$ cat src/hdl/dps_pkg.sv
package dps_pkg;

  localparam int unsigned VTX_W  = 5;
  localparam int unsigned CNT_W  = 6;
  localparam int unsigned DIST_W = 21;
  localparam logic [DIST_W-1:0] DIST_MAX = {DIST_W{1'b1}};

  typedef struct packed {
    logic              reached;
    logic [VTX_W-1:0]  vertex;
    logic              last;
    logic [CNT_W-1:0]  count;
    logic [DIST_W-1:0] distance;
  } dps_result_t;

endpackage

$ cat src/hdl/dps_out_reg.sv
module dps_out_reg (
  input  logic                clk_i,
  input  logic                rst_ni,
  input  logic                load_i,
  input  dps_pkg::dps_result_t data_i,
  output logic                free_o,
  output logic                out_valid_o,
  input  logic                out_ready_i,
  output dps_pkg::dps_result_t data_o
);

  import dps_pkg::*;

  logic        valid_q, valid_d;
  dps_result_t data_q;

  assign free_o = !valid_q || out_ready_i;

  always_comb begin
    valid_d = valid_q;
    if (out_ready_i) begin
      valid_d = 1'b0;
    end
    if (load_i && free_o) begin
      valid_d = 1'b1;
    end
  end

  always_ff @(posedge clk_i or negedge rst_ni) begin
    if (!rst_ni) begin
      valid_q <= 1'b0;
    end else begin
      valid_q <= valid_d;
    end
  end

  always_ff @(posedge clk_i) begin
    if (load_i && free_o) begin
      data_q <= data_i;
    end
  end

  assign out_valid_o = valid_q;
  assign data_o      = data_q;

endmodule
$ cat config.mk
export PLATFORM = sky130hd
export DESIGN_NAME = dps_out_reg
export DESIGN_NICKNAME = d
export VERILOG_FILES = /design/src/hdl/dps_pkg.sv /design/src/hdl/dps_out_reg.sv
export SDC_FILE = /design/constraint.sdc
export NUM_CORES = 1
export LEC_CHECK = 0
export BUFFER_PORTS_ARGS = -buffer_cell sky130_fd_sc_hd__buf_2
export CORE_ASPECT_RATIO = 0.6
export CORE_UTILIZATION = 40
export DETAILED_ROUTE_END_ITERATION = 10
export GPL_TIMING_DRIVEN = 0
export MAX_ROUTING_LAYER = met4
export PLACE_DENSITY = 0.78
export SYNTH_ARGS = -nofsm -noshare
export SYNTH_HDL_FRONTEND = slang
export SYNTH_SLANG_ARGS = --single-unit
$ cat constraint.sdc
create_clock -name clk_i -period 3.25 [get_ports clk_i]
set_input_delay 0 -clock clk_i [delete_from_list [all_inputs] [get_ports clk_i]]
set_output_delay 0 -clock clk_i [all_outputs]
set_load 0.01 [all_outputs]
# After elaboration in Yosys (flattened, before gate mapping)
# Cells that the tools add are included.
[totals] regBits=35 latch_bits=0 mem_bits_rw=0 rom_bits=0 inputBits=38 output_inout_bits=36 wordCells=12 n_memories=0
[op_classes] add_sub_neg=0 multipliers=0 n_div=0 order_cmp=0 n_eq_ne=0 shifts=0 muxes=2 bitwise_logic=0 reduce_logical=4
[ops] cell="two-way mux 1 bit" count=2
[ops] cell="nonzero test 2 bit" count=1
[ops] cell="logical AND 1 bit" count=1
[ops] cell="logical NOT 1 bit" count=1
[ops] cell="logical OR 1 bit" count=1

# Logic depth before layout (Yosys ltp)
# Gate-level depths: netlist of the first run.
[logic_depth] word_depth=4 mapped_depth=2 mapped_depth_nobuf=2

# Worst setup path before layout of the first run
# No wires, ideal clock.
[synth_timing] kind="flip-flop to flip-flop" startpoint="register valid_q (netlist: out_valid_o)" endpoint="register data_q (netlist bit data_o[0]), enable pin" setup_ps=343 arrival_time_ps=882 t_required_ps=2907 setup_slack_ps=2025 path_stages_with_launch=3 path_buffers=0 synth_period_minus_slack_ps=1225 cell_sequence="dfrtp_1 > nand2b_4 > and2_4"
[synth_via] elab_chain_len=3
[synth_lines] element="start: declaration" line="dps_out_reg.sv:14" rtl="logic valid_q, valid_d;"
[synth_lines] element="start signal: assignment" line="dps_out_reg.sv:33" rtl="valid_q <= valid_d;"
[synth_lines] element="logical NOT 1 bit" line="dps_out_reg.sv:17" rtl="assign free_o = !valid_q || out_ready_i;"
[synth_lines] element="logical OR 1 bit" line="dps_out_reg.sv:17"
[synth_lines] element="via free_o" line="dps_out_reg.sv:6" rtl="output logic free_o,"
[synth_lines] element="logical AND 1 bit" line="dps_out_reg.sv:38" rtl="if (load_i && free_o) begin"
[synth_lines] element="end signal: assignment" line="dps_out_reg.sv:39" rtl="data_q <= data_i;"
[synth_lines] element="end: declaration" line="dps_out_reg.sv:15" rtl="dps_result_t data_q;"
# The timed path passes the listed nets, and every way through them passes these cells.
# A chain may end at the register's enable or synchronous reset.

# Worst setup path after layout of the first run
[layout_timing] startpoint="register valid_q (netlist: out_valid_o)" endpoint="register data_q (netlist bit data_o[31]), enable pin"
[layout_via] elab_chain_len=3
[layout_lines] element="logical NOT 1 bit" line="dps_out_reg.sv:17"
[layout_lines] element="logical OR 1 bit" line="dps_out_reg.sv:17"
[layout_lines] element="logical AND 1 bit" line="dps_out_reg.sv:38"
# No other way between the ends.

==> results of run 1 <==
[cell type report]
| cell class | instances | area (µm²) |
|---|---|---|
| clock buffer | 6 | 72.6 |
| clock inverter | 2 | 60.1 |
| fill | 156 | 539 |
| multi-input combinational | 3 | 28.8 |
| sequential | 35 | 1050 |
| tap | 32 | 40.0 |
| timing repair buffer | 110 | 736 |
[worst max-delay path by stage]
| stage | from | to | slack (ns) | depth (start not counted) |
|---|---|---|---|---|
| global placement | out_valid_o | data_o[0] | 2.01 | 2 |
| global route | out_valid_o | data_o[31] | 1.89 | 2 |
| floorplan | out_valid_o | data_o[0] | 2.02 | 2 |
| finish | out_valid_o | data_o[31] | 1.96 | 2 |
| detailed placement | out_valid_o | data_o[18] | 1.97 | 2 |
| CTS | out_valid_o | data_o[31] | 1.96 | 2 |
[power breakdown]
part,internal [W],switching (W)
clock,0.000307,0.000148
combinational,0.0000627,0.0000457
sequential,0.000525,0.00000602
[registers in the layout, indices dropped and copies added, names as in the netlist]
register	cells
data_o	34
out_valid_o	1
[what timing repair did]
item                       in CTS  in global routing
setup endpoints to repair       0                  0
hold buffers                   37                  0
hold endpoints to repair       36                  0
[layer usage]
layer | vias up | part of all wire (%) | track usage, % | wire [µm]
met1 | 362 | 36 | 18.4 | 915
met2 | 49 | 53 | 34.8 | 1340
li1 | 382 | - | - | -
met4 | 0 | 0.59 | 6.12 | 15
met5 | - | 0 | - | 0
met3 | 3 | 11 | 9.51 | 273
[logic make-up after synthesis]
kind of cell / count (synthesis) / share of synthesized area (%)
flip-flops: 35 / 97.3
AND/OR/NAND/NOR: 3 / 2.68
[cell usage in the layout, fill, tap and decap left out]
cell type      count
and2_4             1
buf_2             73
bufinv_16          2
clkbuf_1           1
clkbuf_8           5
dfrtp_1            1
dlygate4sd3_1     37
edfxtp_1          34
nand2b_1           1
nand2b_4           1
[worst max-delay path, stage by stage (launching register included)]
cell and delay [ns]:
dfrtp_1 0.41, nand2b_4 0.09, and2_4 0.43
[per-stage QoR]
stage	total power (W)	area (µm²)
floorplan	0.000566	1070
global placement	0.000609	1480
detailed placement	0.000613	1480
CTS	0.00110	1980
global route	0.00113	1980
finish	0.00109	1980
==> impl_metrics.py, run 1 <==
metrics = {
    "outcome": {
        "status": "complete, no violations",
    },
    "floorplanning": {
        "ios": 74,
        "initial_core_util_pct": 42.6,
        "die_x_um": 68.9,
        "fp.dieH_um": 42.2,
        "design.core.area_mm2": 0.00252,
        "rows": 14,
        "dieArea_mm2": 0.00290,
    },
    "clocking": {
        "numCtsBuffers": 5,
        "post_cts_buffers": 0,
        "cts_tree": "done",
        "cts_sinks": 35,
        "clock_latency_ns": 0.28,
        "cts_root_buffer": "clkbuf_8",
        "ctsResizeCount": 0,
        "cts_max_level": 2,
        "clock_path_buffers": 2,
        "clk_pin_slew_worst_paths_ns": 0.06,
    },
    "detailed_routing": {
        "via_per_inst": 4.23,
        "drc": 0,
        "vias": 796,
        "wl_per_cell_um": 13.5,
        "drt_pass1_iterations": 4,
        "drt_iter0_drc": 53,
        "wl_mm": 2.54,
        "drtAntennaViolNets": 0,
    },
    "setup_path": {
        "r2r-end": "data_o[31]",
        "r2r_cells": 2,
        "reg2reg_setup_slack_ns": 1.96,
        "r2r_start": "out_valid_o",
        "required_ns": 3.18,
        "crit_path_max_fanout": 34,
        "crit_path_start_kind": "register",
        "crit_type": "register to register",
        "end_kind": "register",
        "critPathArrivalTime_ns": 1.22,
    },
    "sta": {
        "setup_viol_count_final": 0,
        "fin_crit_sh_pct": 39.7,
        "finalHoldViolCount": 0,
        "slew_violations": 0,
        "skew_ns": 0.00399,
        "rsz0062_at_grt": "false",
        "fin_crit_ns": 1.29,
        "fin_setup_tns_ns": 0,
        "hold_ws_ns": 0.0193,
        "layout_setup_ws_ns": 1.96,
        "worstMarginPinSlew_ns": 0.446,
        "fmax_ghz": 0.775,
        "relSlewSlack_pct": 70.3,
    },
    "placement": {
        "place_inst": 143,
        "portBuffers": 73,
        "gp_congestion": 0.619,
        "place_ws_ns": 1.97,
    },
    "synth": {
        "synth_flop_cell": "edfxtp_1",
        "synth_seq_cells": 35,
        "synthTopCellsByCount": "edfxtp_1, and2_4, dfrtp_1, nand2b_1, nand2b_4",
        "synthesis.area_mm2": 0.00107,
        "synth_area_per_cell_um2": 28.3,
        "synth_edf_count": 34,
        "synth.area.top_cells": "edfxtp_1, dfrtp_1, nand2b_4",
        "yosysMostFrequentCell": "edfxtp_1",
        "yosys.area.top_type": "edfxtp_1",
        "ys_types": 5,
        "synth_top_area_share_pct": 95.0,
        "syn_inst": 38,
        "ys_seq_area_share_pct": 97.3,
        "synthArstFlopShare_pct": 2.86,
        "synth_fp_nets": 76,
        "ys_warn_count": 0,
    },
    "global_route": {
        "grt_pass1_wl_mm": 3.60,
        "grt_max_degree": 35,
        "track_usage_pct": 19.7,
        "antenna_found_initial": 0,
        "grt_overflow_total": 0,
        "grt_pass1_vias": 793,
    },
    "flow_run": {
        "drv_cap": 0,
    },
    "power_and_ir_drop": {
        "p_leak_nw": 0.856,
        "ir_worst_vdd_mv": 0.508,
        "power.density_mw_per_mm2": 552,
    },
    "cells_and_area": {
        "drive_gt1_share_pct": 52.6,
        "final_cells": 188,
        "area_growth_pct": 84.5,
        "nNetsFinal": 193,
        "diodes": 0,
        "fin_util_pct": 78.6,
    },
    "min_path": {
        "hp-class": "primary input to asynchronous set/reset pin",
    },
}
Note: power is estimated with default switching activity, not from simulation.
==> run 2, diff against run 1 <==
--- a/config.mk
+++ b/config.mk
@@ -5,13 +5,14 @@
 export SDC_FILE = /design/constraint.sdc
 export NUM_CORES = 1
 export LEC_CHECK = 0
+export ABC_AREA = 1
 export BUFFER_PORTS_ARGS = -buffer_cell sky130_fd_sc_hd__buf_2
 export CORE_ASPECT_RATIO = 0.6
-export CORE_UTILIZATION = 40
+export CORE_UTILIZATION = 35
 export DETAILED_ROUTE_END_ITERATION = 10
 export GPL_TIMING_DRIVEN = 0
 export MAX_ROUTING_LAYER = met4
-export PLACE_DENSITY = 0.78
+export PLACE_DENSITY = 0.72
 export SYNTH_ARGS = -nofsm -noshare
 export SYNTH_HDL_FRONTEND = slang
 export SYNTH_SLANG_ARGS = --single-unit
==> constraint.sdc (replaced) <==
create_clock -name clk_i -period 1.1 [get_ports clk_i]
set_input_delay 0 -clock clk_i [delete_from_list [all_inputs] [get_ports clk_i]]
set_output_delay 0 -clock clk_i [all_outputs]
set_load 0.01 [all_outputs]
==> impl_metrics.py, run 2 <==
metrics = {
    "synth": {
        "ys_warn_count": 0,
        "syn_inst": 40,
        "yosys.area.top_type": "edfxtp_1",
        "synth_fp_nets": 78,
        "synth_edf_count": 34,
        "synthArstFlopShare_pct": 2.86,
        "synth_area_per_cell_um2": 26.7,
        "ys_types": 5,
        "synthTopCellsByCount": "edfxtp_1, inv_1, nand2_1",
        "synth_seq_cells": 35,
        "synth_top_area_share_pct": 95.8,
        "synthesis.area_mm2": 0.00107,
        "yosysMostFrequentCell": "edfxtp_1",
        "ys_seq_area_share_pct": 98.1,
        "synth_flop_cell": "edfxtp_1",
        "synth.area.top_cells": "edfxtp_1, dfrtp_1, inv_1",
    },
    "min_path": {
        "min_from": "load_i",
        "hold_depth": 3,
        "hp-class": "primary input to register",
        "holdPathEnd": "out_valid_o",
    },
    "setup_path": {
        "crit_type": "register to register",
        "crit_path_max_fanout": 15,
        "cpPeakStageDelay_ns": 0.46,
        "end_kind": "register",
        "r2r_cells": 2,
        "reg2reg_setup_slack_ns": -0.02,
        "cp_cell_sequence": "a21oi_4, buf_12",
        "r2r-end": "data_o[7]",
        "critPathSlowestCell": "dfrtp_2",
        "r2r_start": "out_valid_o",
        "critPathArrivalTime_ns": 1.10,
        "required_ns": 1.08,
        "crit_path_start_kind": "register",
    },
    "sta": {
        "fmax_ghz": 0.895,
        "finalHoldViolCount": 0,
        "fin_crit_sh_pct": 102,
        "setup_viol_count_final": 14,
        "fin_crit_ns": 1.12,
        "fin_setup_tns_ns": -0.142,
        "rsz0062_at_grt": "true",
        "worstMarginPinSlew_ns": 0.223,
        "skew_ns": 0.0108,
        "layout_setup_ws_ns": -0.0167,
        "relSlewSlack_pct": 85.1,
        "slew_violations": 0,
    },
    "detailed_routing": {
        "via_per_inst": 4.07,
        "drt_iter0_drc": 38,
        "drt_pass1_iterations": 6,
        "drc": 0,
        "wl_per_cell_um": 13.8,
        "wl_mm": 2.80,
        "drtAntennaViolNets": 0,
        "vias": 826,
    },
    "cells_and_area": {
        "drive_gt1_share_pct": 54.0,
        "largest_register_ffs": 34,
        "final_cells": 203,
        "final_cell_mix": "buf_2, dlygate4sd3_1, edfxtp_1",
        "nNetsFinal": 198,
        "postLayoutCellArea_mm2": 0.00200,
        "diodes": 0,
        "area_growth_pct": 87.3,
        "final_common_cell": "buf_2",
    },
    "flow_run": {
        "drv_cap": 0,
    },
    "floorplanning": {
        "ios": 74,
        "die_x_um": 73.3,
        "fp.dieH_um": 44.8,
        "rows": 15,
        "initial_core_util_pct": 36.9,
        "design.core.area_mm2": 0.00289,
        "dieArea_mm2": 0.00328,
    },
    "clocking": {
        "cts_sinks": 35,
        "numCtsBuffers": 5,
        "cts_max_level": 2,
        "cts_tree": "done",
        "cts_root_buffer": "clkbuf_8",
        "clock_path_buffers": 2,
        "clk_pin_slew_worst_paths_ns": 0.07,
        "clock_latency_ns": 0.28,
    },
    "global_route": {
        "grt_overflow_total": 0,
        "antenna_found_initial": 0,
        "grt_pass1_wl_mm": 3.95,
        "track_usage_pct": 19.0,
        "grt_max_degree": 16,
        "grt_pass1_vias": 875,
    },
    "outcome": {
        "status": "finished, violations left",
        "violations": "setup timing",
    },
    "placement": {
        "gp_congestion": 0.681,
        "placed_cell_area_mm2": 0.00150,
        "portBuffers": 73,
        "dp_hpwl_mm": 1.43,
        "place_inst": 155,
    },
    "power_and_ir_drop": {
        "p_leak_nw": 0.861,
        "power.density_mw_per_mm2": 1430,
        "ir_worst_vdd_mv": 1.06,
    },
}
==> run 2: cell count changes in the layout (fill, tap and decap cells not counted), moves of 2 or more <==
cell	previous run	this run
buf_4	0	3
nand2_1	0	2
dlygate4sd3_1	37	35
bufinv_16	2	0
a21oi_4	0	2
inv_1	0	2
==> run 2: layer usage <==
metal | routed length (µm) | vias up | global-route usage (%)
met2 | 1430 | 49 | 33.0
li1 | - | 395 | -
met5 | 0 | - | -
met4 | 38 | 0 | 9.41
met1 | 1100 | 378 | 19.1
met3 | 228 | 4 | 7.37
==> run 2: critical path, delay by kind of cell, from the launching register on <==
family,cells,cell delay (ns)
flops,1,0.46
compound gates,1,0.19
buf+inv,1,0.17
==> run 2: logic make-up (layout without fill, tap and decap cells) <==
| family | Yosys count | after routing | synth area share, % |
|---|---|---|---|
| buffers and inverters | 2 | 122 | 0.704 |
| and+or+nand+nor | 2 | 2 | 0.704 |
| DFF | 35 | 35 | 98.1 |
| AOI/OAI and AO/OA | 1 | 2 | 0.469 |
==> run 2: worst max path at each step <==
| stage | startpoint | endpoint | slack (ns) | depth (start not counted) |
|---|---|---|---|---|
| after floorplan | out_valid_o | data_o[0] | -0.37 | 1 |
| after global placement | out_valid_o | data_o[4] | -0.48 | 1 |
| after detailed placement | out_valid_o | data_o[7] | -0.57 | 1 |
| after CTS | out_valid_o | data_o[7] | -0.007 | 2 |
| after global routing | out_valid_o | data_o[7] | -0.03 | 2 |
| final | out_valid_o | data_o[7] | -0.02 | 2 |
==> run 2: power by group <==
part	internal [W]	switching, W	leakage [nW]
combinational	0.000197	0.000148	0.479
clock	0.000505	0.000429	0.0482
sequential	0.00155	0.0000231	0.334
==> run 2: cell type report <==
type | count | area, µm²
tap | 42 | 52.6
timing repair buffer | 112 | 758
multi-input combinational | 4 | 40.0
clock inverter | 1 | 5.00
fill | 197 | 893
inverter | 2 | 7.51
clock buffer | 7 | 86.3
sequential | 35 | 1050
==> run 2: what timing repair did <==
action	in CTS	in global routing
setup endpoints to repair	34	34
setup buffers	4	0
hold endpoints to repair	35	0
pin swaps	2	1
hold buffers	35	0
resized for setup	2	0
gates cloned	1	0
==> run 2: stage by stage <==
stage	setup WS, ns	hold slack [ns]	power, W	utilization [%]
after global routing	-0.0328	0.0143	0.00295	69.1
after floorplan	-0.371	-0.296	0.00167	-
final	-0.0167	0.0310	0.00285	69.1
after CTS	-0.00733	0.0187	0.00285	69.1
after detailed placement	-0.570	-0.218	0.00181	51.7
after global placement	-0.482	-0.225	0.00180	51.7
==> run 3, diff against run 2 <==
--- a/config.mk
+++ b/config.mk
@@ -13,6 +13,7 @@
 export GPL_TIMING_DRIVEN = 0
 export MAX_ROUTING_LAYER = met4
 export PLACE_DENSITY = 0.72
+export SETUP_SLACK_MARGIN = 0.1
 export SYNTH_ARGS = -nofsm -noshare
 export SYNTH_HDL_FRONTEND = slang
 export SYNTH_SLANG_ARGS = --single-unit
==> constraint.sdc (replaced) <==
create_clock -name clk_i -period 1 [get_ports clk_i]
set_input_delay 0 -clock clk_i [delete_from_list [all_inputs] [get_ports clk_i]]
set_output_delay 0 -clock clk_i [all_outputs]
set_load 0.01 [all_outputs]
==> impl_metrics.py, run 3 (synthesis results as in run 2) <==
metrics = {
    "global_route": {
        "antenna_found_initial": 0,
        "grt_pass1_vias": 880,
        "grt_max_degree": 16,
        "track_usage_pct": 19.8,
        "grt_overflow_total": 0,
        "grt_pass1_wl_mm": 4.13,
    },
    "detailed_routing": {
        "drc": 0,
        "drtAntennaViolNets": 0,
        "drt_iter0_drc": 33,
        "vias": 847,
        "wl_per_cell_um": 13.9,
        "wl_mm": 2.84,
        "via_per_inst": 4.15,
        "drt_pass1_iterations": 6,
    },
    "cells_and_area": {
        "largest_register_ffs": 34,
        "final_cell_mix": "buf_2, dlygate4sd3_1, edfxtp_1",
        "diodes": 0,
        "multiInputGateArea_um2": 42.5,
        "seq_area_mm2": 0.00105,
        "drive_gt1_share_pct": 54.9,
        "fillers": 194,
        "final_common_cell": "buf_2",
        "nNetsFinal": 199,
        "area_growth_pct": 89.6,
    },
    "floorplanning": {
        "fp.dieH_um": 44.8,
        "ios": 74,
        "die_x_um": 73.3,
        "initial_core_util_pct": 36.9,
        "design.core.area_mm2": 0.00289,
        "rows": 15,
        "dieArea_mm2": 0.00328,
    },
    "sta": {
        "slew_violations": 0,
        "worstMarginPinSlew_ns": 0.234,
        "fin_crit_ns": 1.10,
        "layout_setup_ws_ns": -0.0984,
        "hold_ws_ns": 0.0194,
        "skew_ns": 0.0105,
        "fin_crit_sh_pct": 110,
        "fmax_ghz": 0.910,
        "rsz0062_at_grt": "true",
        "finalHoldViolCount": 0,
        "relSlewSlack_pct": 84.4,
        "setup_viol_count_final": 36,
    },
    "setup_path": {
        "critPathArrivalTime_ns": 1.09,
        "crit_type": "register to register",
        "crit_path_max_fanout": 15,
        "r2r-end": "data_o[7]",
        "r2r_start": "out_valid_o",
        "startpoint": "out_valid_o",
        "end_kind": "register",
        "crit_path_start_kind": "register",
        "reg2reg_setup_slack_ns": -0.1,
        "required_ns": 0.99,
        "r2r_cells": 2,
    },
    "clocking": {
        "cts_tree": "done",
        "clock_path_buffers": 2,
        "numCtsBuffers": 5,
        "cts_root_buffer": "clkbuf_8",
        "cts_max_level": 2,
        "clk_pin_slew_worst_paths_ns": 0.07,
        "cts_sinks": 35,
        "clock_latency_ns": 0.28,
    },
    "power_and_ir_drop": {
        "p_leak_nw": 0.870,
        "ir_worst_vdd_mv": 1.21,
        "power_w": 0.00316,
        "power.density_mw_per_mm2": 1560,
    },
    "placement": {
        "dp_hpwl_mm": 1.43,
        "gp_congestion": 0.681,
        "portBuffers": 73,
    },
    "flow_run": {
        "drv_cap": 0,
    },
    "min_path": {
        "hp-class": "primary input to asynchronous set/reset pin",
    },
    "outcome": {
        "violations": "setup timing",
        "status": "finished, violations left",
    },
}
[run 3: cell count changes in the layout (fill, tap and decap cells not counted)]
cell / change
nand2_1: -1
buf_4: -1
buf_6: +3
nand2_2: +1
buf_2: -1
[run 3: layout make-up]
type,instances,area share [%]
Tap cell,42,2.60
Clock buffer,7,4.27
Multi-Input combinational cell,4,2.11
Inverter,2,0.372
Timing Repair Buffer,113,38.6
Sequential cell,35,51.8
Clock inverter,1,0.248
[run 3: timing repair]
action	4_1_cts	5_1_grt
hold buffers	35	0
setup endpoints to repair	35	36
hold endpoints to repair	35	0
resized for setup	4	2
pin swaps	2	2
setup buffers	4	1
cloned	1	0
[run 3: layer usage]
metal	part of all wire, %	up-vias	GRT usage, %	wire length, µm
met5	0	-	-	0
met4	3.5	0	14.1	99
met3	10	13	9.60	293
met2	49	54	32.0	1400
met1	37	383	19.0	1040
li1	-	397	-	-
[run 3: worst max-delay path, stage by stage, from the launching register on]
cell and delay (ns):
dfrtp_2 0.45, a21oi_4 0.18, buf_12 0.17
[run 3: metrics by stage]
stage | cell area, µm² | setup TNS (ns) | cells | worst slack [ns] | util, %
after floorplan | 1080 | -16.01 | 40 | -0.471 | -
after global placement | 1500 | -19.76 | 155 | -0.582 | 51.7
after detailed placement | 1500 | -22.74 | 155 | -0.670 | 51.7
after CTS | 2000 | -2.69 | 203 | -0.107 | 69.4
after global routing | 2020 | -3.83 | 204 | -0.125 | 69.9
final | 2020 | -2.59 | 204 | -0.0984 | 69.9
[run 3: where the power goes]
group	switching, W	internal [W]	total, W
Sequential	0.0000243	0.00171	0.00173
Clock	0.000477	0.000555	0.00103
Combinational	0.000168	0.000227	0.000396
[run 3: how the worst max path moves through the flow]
stage,endpoint,slack (ns)
floorplan,data_o[0],-0.47
global placement,data_o[4],-0.58
detailed placement,data_o[7],-0.67
CTS,data_o[7],-0.11
global route,data_o[7],-0.13
finish,data_o[7],-0.1
